==> src/rtl/lpwmf_pkg.sv <==
`default_nettype none

package lpwmf_pkg;

    // Item opcodes
    localparam logic [1:0] OP_TICK   = 2'd0;
    localparam logic [1:0] OP_SET    = 2'd1;
    localparam logic [1:0] OP_TOGGLE = 2'd2;

    // Configuration port
    localparam int unsigned CFG_IDX_W  = 2;
    localparam int unsigned CFG_DATA_W = 8;

    localparam logic [CFG_IDX_W-1:0] REG_SPEED_PERIOD   = 2'd0;
    localparam logic [CFG_IDX_W-1:0] REG_ON_POLARITY    = 2'd1;
    localparam logic [CFG_IDX_W-1:0] REG_INIT_OUT_HIGH  = 2'd2;

    // Register reset values
    localparam logic [7:0] SPEED_RESET     = 8'd10;
    localparam logic       POLARITY_RESET  = 1'b1;
    localparam logic       INIT_HIGH_RESET = 1'b0;

    // Output field width
    localparam int unsigned PWM_W = 8;

    typedef enum logic [2:0] {
        ST_IDLE,
        ST_EXEC,
        ST_MUL,
        ST_CMP,
        ST_DIV,
        ST_APPLY,
        ST_FINISH
    } state_t;

    // Controller to datapath
    typedef struct packed {
        logic capture;
        logic exec;
        logic mul;
        logic cmp;
        logic div_step;
        logic apply;
        logic load_out;
    } cmd_t;

    // Datapath to controller
    typedef struct packed {
        logic need_div;
        logic cmp_ge;
    } status_t;

endpackage

`default_nettype wire

==> src/rtl/lpwmf_ctrl.sv <==
`default_nettype none

module lpwmf_ctrl #(
    parameter int unsigned DIV_STEPS = 8
) (
    input  wire                  aclk,
    input  wire                  aresetn,
    input  wire                  s_valid,
    output logic                 s_ready,
    output logic                 m_valid,
    input  wire                  m_ready,
    input  lpwmf_pkg::status_t   status,
    output lpwmf_pkg::cmd_t      cmd
);

    localparam int unsigned CNT_W = $clog2(DIV_STEPS + 1);
    localparam logic [CNT_W-1:0] CNT_LAST = CNT_W'(DIV_STEPS - 1);

    lpwmf_pkg::state_t state_reg, state_next;
    logic [CNT_W-1:0]  cnt_reg, cnt_next;
    logic              m_valid_reg, m_valid_next;
    logic              out_free;

    assign out_free = !m_valid_reg || m_ready;

    // State, divide count, output valid
    always_ff @(posedge aclk) begin
        if (!aresetn) begin
            state_reg   <= lpwmf_pkg::ST_IDLE;
            cnt_reg     <= '0;
            m_valid_reg <= 1'b0;
        end else begin
            state_reg   <= state_next;
            cnt_reg     <= cnt_next;
            m_valid_reg <= m_valid_next;
        end
    end

    // Next state
    always_comb begin
        state_next = state_reg;
        cnt_next   = cnt_reg;
        case (state_reg)
            lpwmf_pkg::ST_IDLE: begin
                if (s_valid) state_next = lpwmf_pkg::ST_EXEC;
            end
            lpwmf_pkg::ST_EXEC: begin
                state_next = status.need_div ? lpwmf_pkg::ST_MUL : lpwmf_pkg::ST_FINISH;
            end
            lpwmf_pkg::ST_MUL: begin
                state_next = lpwmf_pkg::ST_CMP;
            end
            lpwmf_pkg::ST_CMP: begin
                cnt_next   = '0;
                state_next = status.cmp_ge ? lpwmf_pkg::ST_APPLY : lpwmf_pkg::ST_DIV;
            end
            lpwmf_pkg::ST_DIV: begin
                cnt_next = cnt_reg + CNT_W'(1);
                if (cnt_reg == CNT_LAST) state_next = lpwmf_pkg::ST_APPLY;
            end
            lpwmf_pkg::ST_APPLY: begin
                state_next = lpwmf_pkg::ST_FINISH;
            end
            lpwmf_pkg::ST_FINISH: begin
                if (out_free) state_next = lpwmf_pkg::ST_IDLE;
            end
            default: begin
                state_next = lpwmf_pkg::ST_IDLE;
            end
        endcase
    end

    // Outputs and datapath commands
    always_comb begin
        cmd          = '0;
        s_ready      = 1'b0;
        m_valid_next = m_valid_reg && !m_ready;
        case (state_reg)
            lpwmf_pkg::ST_IDLE: begin
                s_ready     = 1'b1;
                cmd.capture = s_valid;
            end
            lpwmf_pkg::ST_EXEC:  cmd.exec     = 1'b1;
            lpwmf_pkg::ST_MUL:   cmd.mul      = 1'b1;
            lpwmf_pkg::ST_CMP:   cmd.cmp      = 1'b1;
            lpwmf_pkg::ST_DIV:   cmd.div_step = 1'b1;
            lpwmf_pkg::ST_APPLY: cmd.apply    = 1'b1;
            lpwmf_pkg::ST_FINISH: begin
                if (out_free) begin
                    cmd.load_out = 1'b1;
                    m_valid_next = 1'b1;
                end
            end
            default: begin
                cmd = '0;
            end
        endcase
    end

    assign m_valid = m_valid_reg;

    // Checks
    a_accept_to_exec: assert property (@(posedge aclk) disable iff (!aresetn)
        (s_valid && s_ready) |=> (state_reg == lpwmf_pkg::ST_EXEC))
        else $error("accepted item did not enter execute");

    a_div_count: assert property (@(posedge aclk) disable iff (!aresetn)
        (state_reg == lpwmf_pkg::ST_DIV) |-> (cnt_reg <= CNT_LAST))
        else $error("divide count out of range");

    a_valid_from_finish: assert property (@(posedge aclk) disable iff (!aresetn)
        $rose(m_valid_reg) |-> $past(state_reg == lpwmf_pkg::ST_FINISH))
        else $error("result valid raised outside finish");

endmodule

`default_nettype wire

==> src/rtl/lpwmf_dp.sv <==
`default_nettype none

module lpwmf_dp #(
    parameter int unsigned LEVEL_MAX = 255
) (
    input  wire                                  aclk,
    input  wire                                  aresetn,
    input  lpwmf_pkg::cmd_t                      cmd,
    output lpwmf_pkg::status_t                   status,
    input  wire [1:0]                            s_opcode,
    input  wire                                  s_requested_on,
    input  wire [31:0]                           s_now_ms,
    input  wire                                  s_psu_on,
    input  wire                                  cfg_we,
    input  wire [lpwmf_pkg::CFG_IDX_W-1:0]       cfg_index,
    input  wire [lpwmf_pkg::CFG_DATA_W-1:0]      cfg_wdata,
    output logic [lpwmf_pkg::PWM_W-1:0]          m_pwm_level,
    output logic                                 m_pwm_write,
    output logic                                 m_light_on,
    output logic                                 m_needs_power,
    output logic                                 m_ramping
);

    localparam int unsigned LEVEL_W = $clog2(LEVEL_MAX + 1);
    localparam int unsigned DW      = LEVEL_W + 8;
    localparam logic [LEVEL_W-1:0] LVL_MAX = LEVEL_W'(LEVEL_MAX);

    // Configuration
    logic [7:0] speed_reg;
    logic       pol_reg;

    // Fade state
    logic [LEVEL_W-1:0] level_reg;
    logic               target_reg;
    logic               fade_reg;
    logic               start_reg;
    logic [31:0]        last_reg;

    // Captured item
    logic [1:0]  op_reg;
    logic        req_reg;
    logic [31:0] now_reg;
    logic        psu_reg;

    // Step arithmetic
    logic [31:0]        elapsed_reg;
    logic [LEVEL_W-1:0] room_reg;
    logic [DW-1:0]      prod_reg;
    logic [7:0]         rem_reg;
    logic [LEVEL_W-1:0] qd_reg;
    logic               wrote_reg;

    // Output payload
    logic [lpwmf_pkg::PWM_W-1:0] pwm_level_reg;
    logic pwm_write_reg, light_on_reg, needs_power_reg, ramping_reg;

    logic [LEVEL_W-1:0] level_start, level_end, eff_level, room;
    logic [31:0]        eff_last, elapsed;
    logic               tick_live, speed_zero, step_due, new_target, light;
    logic [8:0]         trial;
    logic               trial_ge;
    logic [LEVEL_W-1:0] lvl_up, lvl_dn;
    logic [DW-1:0]      lvl_ext;

    // Tick evaluation, with a pending start resolved first
    always_comb begin
        level_start = target_reg ? '0 : LVL_MAX;
        level_end   = target_reg ? LVL_MAX : '0;
        eff_level   = start_reg ? level_start : level_reg;
        eff_last    = start_reg ? now_reg : last_reg;
        elapsed     = now_reg - eff_last;
        tick_live   = (op_reg == lpwmf_pkg::OP_TICK) && fade_reg && (!start_reg || psu_reg);
        speed_zero  = (speed_reg == 8'd0);
        step_due    = (elapsed >= 32'(speed_reg));
        new_target  = req_reg ^ ~pol_reg;
        room        = target_reg ? (LVL_MAX - level_reg) : level_reg;
        trial       = {rem_reg, qd_reg[LEVEL_W-1]};
        trial_ge    = (trial >= {1'b0, speed_reg});
        lvl_up      = level_reg + qd_reg;
        lvl_dn      = level_reg - qd_reg;
        light       = target_reg ^ ~pol_reg;
        lvl_ext     = DW'(level_reg);
    end

    assign status.need_div = tick_live && !speed_zero && step_due;
    assign status.cmp_ge   = (elapsed_reg >= 32'(prod_reg));

    // Configuration registers and fade state
    always_ff @(posedge aclk) begin
        if (!aresetn) begin
            speed_reg     <= lpwmf_pkg::SPEED_RESET;
            pol_reg       <= lpwmf_pkg::POLARITY_RESET;
            level_reg     <= '0;
            target_reg    <= lpwmf_pkg::INIT_HIGH_RESET;
            fade_reg      <= 1'b0;
            start_reg     <= 1'b0;
            last_reg      <= '0;
        end else begin
            if (cfg_we) begin
                case (cfg_index)
                    lpwmf_pkg::REG_SPEED_PERIOD: speed_reg <= cfg_wdata;
                    lpwmf_pkg::REG_ON_POLARITY:  pol_reg   <= cfg_wdata[0];
                    lpwmf_pkg::REG_INIT_OUT_HIGH: begin
                        target_reg    <= cfg_wdata[0];
                    end
                    default: ;
                endcase
            end
            if (cmd.exec) begin
                case (op_reg)
                    lpwmf_pkg::OP_TICK: begin
                        if (tick_live) begin
                            start_reg <= 1'b0;
                            if (speed_zero) begin
                                level_reg <= level_end;
                                last_reg  <= now_reg;
                                fade_reg  <= 1'b0;
                            end else begin
                                level_reg <= eff_level;
                                last_reg  <= step_due ? now_reg : eff_last;
                            end
                        end
                    end
                    lpwmf_pkg::OP_SET: begin
                        if (new_target != target_reg) begin
                            start_reg <= 1'b1;
                            fade_reg  <= 1'b1;
                        end
                        target_reg <= new_target;
                    end
                    lpwmf_pkg::OP_TOGGLE: begin
                        target_reg <= ~target_reg;
                        start_reg  <= 1'b1;
                        fade_reg   <= 1'b1;
                    end
                    default: ;
                endcase
            end
            // Step applied, fade ends at the rail
            if (cmd.apply) begin
                if (target_reg) begin
                    level_reg <= lvl_up;
                    if (lvl_up == LVL_MAX) fade_reg <= 1'b0;
                end else begin
                    level_reg <= lvl_dn;
                    if (lvl_dn == '0) fade_reg <= 1'b0;
                end
            end
        end
    end

    // Item capture, step count (clamp check then restoring divide), result
    always_ff @(posedge aclk) begin
        if (cmd.capture) begin
            op_reg  <= s_opcode;
            req_reg <= s_requested_on;
            now_reg <= s_now_ms;
            psu_reg <= s_psu_on;
        end
        if (cmd.exec) begin
            elapsed_reg <= elapsed;
            wrote_reg   <= tick_live && speed_zero;
        end
        if (cmd.mul) begin
            room_reg <= room;
            prod_reg <= DW'(room) * DW'(speed_reg);
        end
        if (cmd.cmp) begin
            if (status.cmp_ge) begin
                qd_reg <= room_reg;
            end else begin
                // quotient fits LEVEL_W bits, so the top byte is below speed
                rem_reg <= elapsed_reg[DW-1:LEVEL_W];
                qd_reg  <= elapsed_reg[LEVEL_W-1:0];
            end
        end
        if (cmd.div_step) begin
            rem_reg <= trial_ge ? 8'(trial - {1'b0, speed_reg}) : trial[7:0];
            qd_reg  <= (qd_reg << 1) | LEVEL_W'(trial_ge);
        end
        if (cmd.apply) begin
            wrote_reg <= 1'b1;
        end
        if (cmd.load_out) begin
            pwm_level_reg   <= (lvl_ext > DW'(255)) ? 8'hFF : lvl_ext[7:0];
            pwm_write_reg   <= wrote_reg;
            light_on_reg    <= light;
            needs_power_reg <= light | fade_reg;
            ramping_reg     <= fade_reg;
        end
    end

    assign m_pwm_level   = pwm_level_reg;
    assign m_pwm_write   = pwm_write_reg;
    assign m_light_on    = light_on_reg;
    assign m_needs_power = needs_power_reg;
    assign m_ramping     = ramping_reg;

    // Checks
    a_level_bound: assert property (@(posedge aclk) disable iff (!aresetn)
        level_reg <= LVL_MAX)
        else $error("level above maximum");

    a_start_in_fade: assert property (@(posedge aclk) disable iff (!aresetn)
        start_reg |-> fade_reg)
        else $error("pending start without fade");

endmodule

`default_nettype wire

==> src/rtl/led_pwm_fade_controller_core.sv <==
// LED PWM fade controller.
// Input channel (s_valid/s_ready): one item per command: tick (time in ms and
// supply-ready flag), set (requested on/off) or toggle. Every item produces one
// result on the m_ channel: PWM level, a write strobe when the level moved by a
// ramp step or a zero-speed jump, the logical light state, power request and ramp status.
// Config port (cfg_we/cfg_index/cfg_wdata): speed period, on polarity and the
// initial raw output level; write only while the block is idle.
// From acceptance to result valid: set, toggle, zero-speed jumps and ticks that
// take no step go from execute straight to finish; a step clamped to the end of
// the ramp passes multiply, compare and apply; otherwise the step count comes
// from the one-bit-per-cycle divider between compare and apply. The next item is
// accepted back in idle. The divider (elapsed / speed) sets the worst case.
// Reset: level 0, no fade, target low, speed 10, active-high polarity.
// A stalled receiver holds the result in the output register; the block finishes
// the current item, then waits before loading its result and taking the next item.
`default_nettype none

module led_pwm_fade_controller_core #(
    parameter int unsigned LEVEL_MAX = 255
) (
    input  wire                              aclk,
    input  wire                              aresetn,
    input  wire                              s_valid,
    output logic                             s_ready,
    input  wire [1:0]                        s_opcode,
    input  wire                              s_requested_on,
    input  wire [31:0]                       s_now_ms,
    input  wire                              s_psu_on,
    output logic                             m_valid,
    input  wire                              m_ready,
    output logic [lpwmf_pkg::PWM_W-1:0]      m_pwm_level,
    output logic                             m_pwm_write,
    output logic                             m_light_on,
    output logic                             m_needs_power,
    output logic                             m_ramping,
    input  wire                              cfg_we,
    input  wire [lpwmf_pkg::CFG_IDX_W-1:0]   cfg_index,
    input  wire [lpwmf_pkg::CFG_DATA_W-1:0]  cfg_wdata
);

    localparam int unsigned LEVEL_W = $clog2(LEVEL_MAX + 1);

    lpwmf_pkg::cmd_t    cmd;
    lpwmf_pkg::status_t status;

    lpwmf_ctrl #(
        .DIV_STEPS (LEVEL_W)
    ) u_ctrl (
        .aclk    (aclk),
        .aresetn (aresetn),
        .s_valid (s_valid),
        .s_ready (s_ready),
        .m_valid (m_valid),
        .m_ready (m_ready),
        .status  (status),
        .cmd     (cmd)
    );

    lpwmf_dp #(
        .LEVEL_MAX (LEVEL_MAX)
    ) u_dp (
        .aclk           (aclk),
        .aresetn        (aresetn),
        .cmd            (cmd),
        .status         (status),
        .s_opcode       (s_opcode),
        .s_requested_on (s_requested_on),
        .s_now_ms       (s_now_ms),
        .s_psu_on       (s_psu_on),
        .cfg_we         (cfg_we),
        .cfg_index      (cfg_index),
        .cfg_wdata      (cfg_wdata),
        .m_pwm_level    (m_pwm_level),
        .m_pwm_write    (m_pwm_write),
        .m_light_on     (m_light_on),
        .m_needs_power  (m_needs_power),
        .m_ramping      (m_ramping)
    );

endmodule

`default_nettype wire
==> config.mk <==
export PLATFORM = sky130hd
export DESIGN_NAME = led_pwm_fade_controller_core
export DESIGN_NICKNAME = d
export VERILOG_FILES = /design/src/rtl/lpwmf_pkg.sv /design/src/rtl/lpwmf_ctrl.sv /design/src/rtl/lpwmf_dp.sv /design/src/rtl/led_pwm_fade_controller_core.sv
export SDC_FILE = /design/constraint.sdc
export NUM_CORES = 1
export LEC_CHECK = 0
export BUFFER_PORTS_ARGS = -buffer_cell sky130_fd_sc_hd__buf_2
export CORE_MARGIN = 1
export CORE_UTILIZATION = 30
export CTS_CLUSTER_SIZE = 25
export DETAILED_ROUTE_END_ITERATION = 16
export MAX_ROUTING_LAYER = met4
export PLACE_DENSITY_LB_ADDON = 0.15
export SYNTH_ARGS = -nofsm -noshare
export SYNTH_HDL_FRONTEND = slang
export SYNTH_HIERARCHICAL = 1
export SYNTH_SLANG_ARGS = --single-unit
export TNS_END_PERCENT = 100
==> constraint.sdc <==
create_clock -name aclk -period 6.2 [get_ports aclk]
set_clock_uncertainty 0.05 [all_clocks]
set_input_delay 0.62 -clock aclk [delete_from_list [all_inputs] [get_ports aclk]]
set_output_delay 0.62 -clock aclk [all_outputs]
set_load 0.03 [all_outputs]
### After elaboration in Yosys (flattened, before gate mapping)

Index checks and enable logic that the tools add are counted.

* register bits: 181
* output and inout port bits: 14
* input bits: 51

* multipliers: 1
* equal/unequal tests: 19
* bitwise operators: 6
* reductions and logical operators: 31
* $lt $le $gt $ge: 4
* mux-type cells: 54
* add/sub/neg operators: 6

Operators by type and width (number)
* 8-bit two-way mux: 17
* 32-bit two-way mux: 3
* 32-bit by 16-bit >= comparator with 1-bit output: 1
* 32-bit by 8-bit >= comparator with 1-bit output: 1
* 32-bit subtractor: 1
* 1-bit two-way mux: 25
* 3-bit case mux with 7 select lines: 1
* 8-bit zero test: 2
* 8-bit by 8-bit multiplier with 16-bit output: 1
* 8-bit subtractor: 2
* 3-bit two-way mux: 4
* 2-bit nonzero test: 5
* 3-bit equality test, second input constant: 3
* 9-bit by 8-bit >= comparator with 1-bit output: 1
* 8-bit adder: 1
* 8-bit equality test, second input constant: 1
* 8-bit > comparator, second input constant: 1
* 2-bit by 1-bit != test with 1-bit output, second input constant: 4
* 8-bit by 1-bit bitwise OR with 8-bit output: 1
* 4-bit case mux with 2 select lines: 1
* 4-bit AND reduction: 2
* 8-bit subtractor, first input constant: 1
* 3-bit by 2-bit equality test with 1-bit output, second input constant: 2
* 1-bit logical AND: 6
* 19 further kinds: 34

### Depth between registers and ports, before layout

Gate-level depths: netlist of run 1.

* depth in word-level cells: 9
* mapped depth: 23

### Hierarchy

The synthesis of run 1 kept the hierarchy.

By module, submodules not included
* lpwmf_dp: area an instance 12595.8 µm², cells an instance 1276, times used 1
* lpwmf_ctrl: area an instance 462.9 µm², cells an instance 54, times used 1

### Least setup slack after synthesis of run 1

OpenSTA, ideal clock, no wires.

* path type: register to register
* start: register u_dp.target_reg
* end: register u_dp.prod_reg[13] (data pin)
* setup slack: 0.564 ns
* cell stages (with the launch flop): 23
* arrival time: 5.329 ns
* setup time: 0.258 ns
* cells stage by stage: dfxtp_1 -> clkbuf_1 -> clkbuf_1 -> clkbuf_1 -> xor2_1 -> and2_1 -> fa_1 -> inv_1 -> fa_1 -> inv_1 -> fa_1 -> inv_1 -> fa_1 -> inv_1 -> ha_1 -> a21boi_0 -> o21ai_0 -> a21boi_0 -> o21ai_0 -> a21boi_0 -> o21ai_0 -> nor2b_1 -> xnor2_1

* word-level cells in the longest chain between the ends: 2

Ends and longest elaborated chain
* start, declared: line lpwmf_dp.sv:34 `logic target_reg;`
* start signal, assigned: line lpwmf_dp.sv:94 `target_reg <= lpwmf_pkg::INIT_HIGH_RESET;`
* start signal, assigned: line lpwmf_dp.sv:104 `target_reg <= cfg_wdata[0];`
* start signal, assigned: line lpwmf_dp.sv:129 `target_reg <= new_target;`
* 8-bit two-way mux: line lpwmf_dp.sv:76 `room = target_reg ? (LVL_MAX - level_reg) : level_reg;`
* net u_dp.room[3]: line lpwmf_dp.sv:57 `logic [LEVEL_W-1:0] level_start, level_end, eff_level, room;`
* 8-bit by 8-bit multiplier with 16-bit output: line lpwmf_dp.sv:166 `prod_reg <= DW'(room) * DW'(speed_reg);`
* end signal, assigned: line lpwmf_dp.sv:166
* end, declared: line lpwmf_dp.sv:48 `logic [DW-1:0] prod_reg;`

The timed path passes the listed nets, and every way through them passes these cells.
A chain may end at the register's enable or synchronous reset.

### Worst setup path after layout of run 1

Ends and elaborated chain as after synthesis.

==> reports/qor_table.md, run 1 <==
| Metric | Reported |
|:---|:---|
| Port bufs | 64 |
| Ratio of routed vias to standard cells | 4.81 |
| Classification of the worst-slack hold path | primary input to register |
| Number of cell instances on the worst register-to-register path | 18 |
| Clock Sinks | 181 |
| Ys Warns | 6 |
| Setup crit start kind | register |
| Area added between synthesis and finish | 11.9% |
| Number of unique standard cell types used by synthesis | 74 |
| Slowest stage delay, CP | 0.61 ns |
| Synthesized Nets | 1541 |
| Number of antenna violations at the first check in global routing | 0 |
| IO Pins | 65 |
| Share of flip-flops with an asynchronous set or reset | 0% |
| Antenna fix cells | 0 |
| Power Density | 281 nW/µm² |
| WS Path Type | register to register |
| Status | completed |
| Clock transition at the registers of the reported paths | 0.07 ns |
| Detailed-router iteration count before antenna repair | 5 |
| Top-area cell type share of the netlist area | 27.6% |
| Total cell area at the placement stage | 14000 µm² |
| Kind of capture point of the worst setup path | register |
| Most common cell type on the critical path | sky130_fd_sc_hd__o21ai_0 |
| DR vias | 9502 |
| Largest net degree at the start of global routing | 93 |
| Post-layout power | 4.10 mW |
| Global-route wire length before repair | 53.3 mm |
| Number of enable flip-flop cells after synthesis | 120 |
| Post-synth top area cell | sky130_fd_sc_hd__edfxtp_1 |
| Worst-Margin Slew | 1.11 ns |
| DRT iter0 DRCs | 515 |
| Time the worst path needs with I/O delays and setup | 5.46 ns |
| Vias in the first global route | 9873 |
| CTS hold repair buffers | 0 |
| Number of placed instances with taps included | 1945 |
| Cell with the largest stage delay on the worst path | sky130_fd_sc_hd__xor2_1 |
| GRT Total Usage | 16.0% |
| Count of state elements after synthesis | 181 |
| Clock tree from TritonCTS | done |
| Cell types with the largest area share after synthesis | sky130_fd_sc_hd__edfxtp_1 28%, sky130_fd_sc_hd__ha_1 11%, sky130_fd_sc_hd__dfxtp_1 9.4% |
| Clk root buf | sky130_fd_sc_hd__clkbuf_16 |
| Placed wire-length estimate | 25.5 mm |
| Average wire per standard cell | 16.5 µm |
| Clock insertion delay at the later pin of the skew report | 0.46 ns |
| P_leak | 5.91 nW |
| Worst Hold Slack | 0.289 ns |
| Number of cell rows | 76 |
| Die footprint | 44400 µm² |
| Final global-route overflow total | 0 |
| Peak fanout along the critical path | 10 |
| Maximum level of the CTS H-tree | 4 |
| Unrepaired setup endpoints after global routing | no |
| Most frequent cells in the layout | 140 x sky130_fd_sc_hd__nand2_1, 125 x sky130_fd_sc_hd__inv_1, 120 x sky130_fd_sc_hd__ha_1, 120 x sky130_fd_sc_hd__edfxtp_1, 88 x sky130_fd_sc_hd__mux2i_1 |
| Number of buffers inserted by post-CTS setup repair | 0 |
| Clock buffer count from CTS | 17 |
| Top achievable clock speed | 183 MHz |
| Start point of the critical path | u_dp/target_reg |
| Area of the core region | 43000 µm² |
| Total negative slack for setup checks | 0 ns |
| Post-DRT Antenna Nets | 0 |
| Critical path, cell by cell | xor2_1 > and2_1 > fa_1 > ha_1 > inv_1 > fa_1 > fa_1 > inv_1 > ha_1 > o21ai_0 > a21boi_0 > o21ai_0 > a21boi_0 > o21ai_0 > a21boi_0 > o21ai_0 > nor2b_1 > xnor2_1 |
| Top flip-flop cell by instance count after synthesis | sky130_fd_sc_hd__edfxtp_1 |
| Hold Vio Cnt, Final | 0 |
| Beginning of the worst hold path | s_now_ms[25] |
| Number of design rule violations left after detail routing | 0 |
| Die width | 211 µm |
| Number of max-cap violations | 0 |
| Finished Cell Area | 14600 µm² |
| Sequential share of the synthesized area | 36.9% |
| Die height | 211 µm |
| Final GP Congestion | 0.840 |
| Syn Inst Count | 1330 |
| WP data arrival | 5.62 ns |
| Total wire length after detailed routing | 32.6 mm |
| End of the worst register-to-register path | u_dp/prod_reg[13] |
| Least setup slack across all paths after layout | 0.740 ns |
| Post-cts resize count | 0 |
| Most common cell after layout, fill and taps aside | sky130_fd_sc_hd__nand2_1 |
| Post-route clock period utilization | 88.1% |
| Count of final setup violators | 0 |
| Number of nets in the finished design | 1590 |
| Share of final-layout standard cells stronger than drive strength 1 | 10.5% |
| Worst-case setup slack after placement | 0.466 ns |
| Worst setup endpoint | u_dp/prod_reg[13] |
| Maximum count of clock buffers along a single path | 2 |
| Slack of the worst reg-to-reg path | 0.74 ns |
| Relative slew margins | 25.7% |
| Post-synth design cell area | 13100 µm² |
| Worst vdd ir | 0.179 mV |
| Critical R2R Launch | u_dp/target_reg |
| Fin util | 34.0% |
| Syn_area_per_cell | 9.82 µm² |
| Data required, critical path | 6.36 ns |
| Post-route insts no fill | 1977 |
| Initial core utilization | 30.4% |
| Final number of max-transition violations | 0 |
==> where the power goes <==
part,internal (mW),total (mW),switching [mW]
clock,0.605,1.12,0.518
combinational,0.531,1.36,0.825
sequential,1.50,1.62,0.121
total,2.63,4.10,1.46
==> Yosys cell counts, types with 3 or more instances <==
library cell / number
sky130_fd_sc_hd__o21ai_0: 51
sky130_fd_sc_hd__and3_1: 3
sky130_fd_sc_hd__nor4_1: 13
sky130_fd_sc_hd__o21ai_1: 6
sky130_fd_sc_hd__a21boi_0: 7
sky130_fd_sc_hd__o211a_1: 5
sky130_fd_sc_hd__buf_2: 10
sky130_fd_sc_hd__nor3_1: 21
sky130_fd_sc_hd__ha_1: 120
sky130_fd_sc_hd__mux2i_1: 88
sky130_fd_sc_hd__nand2b_1: 20
sky130_fd_sc_hd__a21oi_1: 69
sky130_fd_sc_hd__o21bai_1: 7
sky130_fd_sc_hd__buf_12: 3
sky130_fd_sc_hd__edfxtp_1: 120
sky130_fd_sc_hd__xnor2_1: 34
sky130_fd_sc_hd__or3_1: 3
sky130_fd_sc_hd__o31ai_1: 3
sky130_fd_sc_hd__o211ai_1: 13
sky130_fd_sc_hd__or2_2: 4
sky130_fd_sc_hd__a2111oi_0: 5
sky130_fd_sc_hd__mux2_2: 5
sky130_fd_sc_hd__xor2_1: 27
sky130_fd_sc_hd__nand3_1: 15
sky130_fd_sc_hd__fa_1: 40
sky130_fd_sc_hd__nand2_1: 140
sky130_fd_sc_hd__and2_1: 61
sky130_fd_sc_hd__nor2b_1: 24
sky130_fd_sc_hd__dfxtp_1: 61
sky130_fd_sc_hd__o21a_1: 10
sky130_fd_sc_hd__nor2_1: 65
sky130_fd_sc_hd__nand4_1: 17
sky130_fd_sc_hd__a31oi_1: 6
sky130_fd_sc_hd__a211oi_1: 11
sky130_fd_sc_hd__nand3b_1: 6
sky130_fd_sc_hd__a21o_1: 26
sky130_fd_sc_hd__clkbuf_1: 29
sky130_fd_sc_hd__a221oi_1: 5
sky130_fd_sc_hd__nor3b_1: 6
sky130_fd_sc_hd__buf_1: 4
sky130_fd_sc_hd__inv_1: 125
sky130_fd_sc_hd__a21oi_2: 3
==> worst min path at each step <==
stage	end	slack (ns)	cells past startpoint
after CTS	u_dp/now_reg[31]	0.26	1
after floorplan	u_dp/m_pwm_write	0.36	0
final	u_dp/now_reg[25]	0.29	1
after global placement	u_dp/last_reg[24]	0.39	2
after global routing	u_dp/now_reg[31]	0.26	1
after detailed placement	u_dp/last_reg[30]	0.40	2
==> critical path: cells and delay by family, from the launching register on <==
| kind | cells | cell delay (ns) |
|---|---|---|
| compound gates | 7 | 1.34 |
| buf+inv | 2 | 0.09 |
| simple gates | 2 | 0.39 |
| flops | 1 | 0.52 |
| fa+ha+maj | 5 | 2.07 |
| xor+xnor | 2 | 0.74 |
==> cell families (layout without fill, tap and decap cells) <==
| family | count (synthesis) | in the layout | synth area share (%) |
|---|---|---|---|
| DFF | 181 | 181 | 36.9 |
| muxes | 93 | 93 | 7.18 |
| buffers and inverters | 173 | 235 | 5.50 |
| and+or+nand+nor | 418 | 418 | 16.5 |
| AOI/OAI and AO/OA | 244 | 244 | 12.1 |
| xor gates and xnor gates | 61 | 61 | 4.09 |
| adders and majority gates | 160 | 160 | 17.6 |
==> layout make-up <==
class                           instances  area [µm²]
Clock buffer                           17         425
Timing Repair Buffer                   78         425
Fill cell                            4483       28400
Sequential cell                       181        4830
Clock inverter                         15         166
Tap cell                              585         732
Multi-Input combinational cell        976        7560
Inverter                              125         469
==> per-layer routing <==
layer / track usage [%] / wire length, µm / vias up / part of all wire (%)
met4: 4.80 / 594 / 0 / 1.8
li1: - / - / 4756 / -
met5: - / 0 / - / 0
met3: 2.75 / 1010 / 33 / 3.1
met1: 19.1 / 14800 / 4566 / 45
met2: 27.6 / 16200 / 147 / 50
Power figures use the tool's default switching activity.
==> inputs of run 2 (changes only) <==
Clock period 6.2 ns to 6.88 ns, I/O delays scaled along.
==> reports/qor_table.md, run 2 (synthesis gave the netlist of run 1 again) <==
| Metric | Reported |
|:---|:---|
| Peak fanout along the critical path | 9 |
| Post-layout power | 3.72 mW |
| Unrepaired setup endpoints after global routing | no |
| Total negative slack for setup checks | 0 ns |
| Most frequent cells in the layout | 140 x sky130_fd_sc_hd__nand2_1, 125 x sky130_fd_sc_hd__inv_1, 120 x sky130_fd_sc_hd__ha_1, 120 x sky130_fd_sc_hd__edfxtp_1, 88 x sky130_fd_sc_hd__mux2i_1 |
| Vias in the first global route | 9518 |
| Maximum level of the CTS H-tree | 4 |
| WS Path Type | register to register |
| Die footprint | 44400 µm² |
| Clock tree from TritonCTS | done |
| Reg area | 4830 µm² |
| Data required, critical path | 7.03 ns |
| Total wire length after detailed routing | 31.8 mm |
| Die height | 211 µm |
| Least setup slack across all paths after layout | 1.23 ns |
| Hold Vio Cnt, Final | 0 |
| Post-route clock period utilization | 82.2% |
| Clock insertion delay at the later pin of the skew report | 0.45 ns |
| Relative slew margins | 29.3% |
| Number of design rule violations left after detail routing | 0 |
| Clock buffer count from CTS | 17 |
| Met1 Resource Use GR | 19.2% |
| Clock Sinks | 181 |
| Number of max-cap violations | 0 |
| Area added between synthesis and finish | 11.7% |
| Detailed-router iteration count before antenna repair | 5 |
| Time the worst path needs with I/O delays and setup | 5.65 ns |
| Final GP Congestion | 0.816 |
| Port bufs | 64 |
| DR vias | 9394 |
| Placed wire-length estimate | 24.9 mm |
| Most utilized layer in the global route result | met2 |
| Number of placed instances with taps included | 1940 |
| Initial core utilization | 30.4% |
| GRT Total Usage | 15.5% |
| Classification of the worst-slack hold path | primary input to register |
| Die width | 211 µm |
| Largest net degree at the start of global routing | 93 |
| Critical path, cell by cell | xor2_1 > nand2_1 > fa_1 > fa_1 > inv_1 > fa_1 > inv_1 > fa_1 > inv_1 > ha_1 > a21boi_0 > o21ai_0 > a21boi_0 > o21ai_0 > a21boi_0 > o21ai_0 > a21oi_1 > xnor2_1 |
| DRT iter0 DRCs | 490 |
| Global-route wire length before repair | 51.9 mm |
| Slowest stage delay, CP | 0.55 ns |
| Post-DRT Antenna Nets | 0 |
| Setup crit start kind | register |
| Fillcell total | 4492 |
| Worst-case setup slack after placement | 1.24 ns |
| Number of buffers inserted by post-CTS setup repair | 0 |
| IO Pins | 65 |
| Most common cell type on the critical path | sky130_fd_sc_hd__fa_1 |
| Antenna fix cells | 0 |
| Kind of capture point of the worst setup path | register |
| Final number of max-transition violations | 0 |
| Clk root buf | sky130_fd_sc_hd__clkbuf_16 |
| Ratio of routed vias to standard cells | 4.76 |
| Power Density | 255 nW/µm² |
| Clock transition at the registers of the reported paths | 0.07 ns |
| Average wire per standard cell | 16.1 µm |
| Worst-Margin Slew | 1.06 ns |
| Area of the core region | 43000 µm² |
| Top achievable clock speed | 177 MHz |
| Share of final-layout standard cells stronger than drive strength 1 | 9.81% |
| WP data arrival | 5.81 ns |
| Area of the multi-input gates | 7540 µm² |
| Number of antenna violations at the first check in global routing | 0 |
| Maximum count of clock buffers along a single path | 2 |
| Post-route insts no fill | 1972 |
| Number of cell rows | 76 |
| Status | completed |
| Worst vdd ir | 0.153 mV |
| Most common cell after layout, fill and taps aside | sky130_fd_sc_hd__nand2_1 |
| Number of nets in the finished design | 1585 |
| Count of final setup violators | 0 |
| Post-cts resize count | 0 |
| Met3 usage | 2.68% |
| Cell with the largest stage delay on the worst path | sky130_fd_sc_hd__xor2_1 |
| P_leak | 5.90 nW |
| CTS hold repair buffers | 0 |
| Grt met2 use | 25.9% |
| Final global-route overflow total | 0 |
## run 2: changes by cell type in the layout (fill, tap and decap cells not counted), moves of 2 or more
| cell | change |
|---|---|
| sky130_fd_sc_hd__clkbuf_16 | +2 |
| sky130_fd_sc_hd__buf_4 | -5 |
| sky130_fd_sc_hd__clkinvlp_4 | -2 |
| sky130_fd_sc_hd__xor2_1 | +3 |
| sky130_fd_sc_hd__clkinv_4 | +3 |
| sky130_fd_sc_hd__inv_8 | -2 |
| sky130_fd_sc_hd__xor2_2 | -3 |
## run 2: power breakdown
group	total, mW	internal (mW)	switching (mW)
Combinational	1.22	0.472	0.749
Clock	1.04	0.595	0.449
Sequential	1.45	1.35	0.103
Total	3.72	2.42	1.30
## run 2: final timing paths
check | start | end | slack, ns | cells past startpoint
max reg2reg | u_dp/target_reg | u_dp/prod_reg[15] | 1.23 | 18
max | u_dp/target_reg | u_dp/prod_reg[15] | 1.23 | 18
min reg2reg | u_dp/last_reg[16] | u_dp/last_reg[16] | 0.41 | 2
min | s_now_ms[4] | u_dp/now_reg[4] | 0.36 | 1
## run 2: worst max-delay path: cells and delay by family, from the launching register on
| family | cells | cell delay [ns] |
|---|---|---|
| flops | 1 | 0.52 |
| xor+xnor | 2 | 0.63 |
| buf+inv | 3 | 0.15 |
| compound gates | 7 | 1.42 |
| fa+ha+maj | 5 | 2.44 |
| simple gates | 1 | 0.19 |
## run 2: area by class of cell
cell class,count,area share [%]
multi-input cells,976,51.7
flip-flops and latches,181,33.1
well taps,585,5.02
clock buffers,21,3.38
inverters,125,3.22
repair buffers,73,2.66
clock inverters,11,0.927
## run 2: per-stage QoR
| stage | hold slack, ns | util (%) | instance area [µm²] |
|---|---|---|---|
| 2_1_floorplan | 0.359 | - | 13100 |
| 3_5_place_dp | 0.397 | 32.5 | 14000 |
| 4_1_cts | 0.331 | 33.9 | 14600 |
| 5_1_grt | 0.333 | 33.9 | 14600 |
| 6_report | 0.364 | 33.9 | 14600 |
| 3_3_place_gp | 0.392 | 32.5 | 14000 |
## run 2: layer usage
metal	wire length, µm	up-vias
met5	0	-
met4	546	0
met3	801	27
met2	15500	113
met1	14900	4509
li1	-	4745
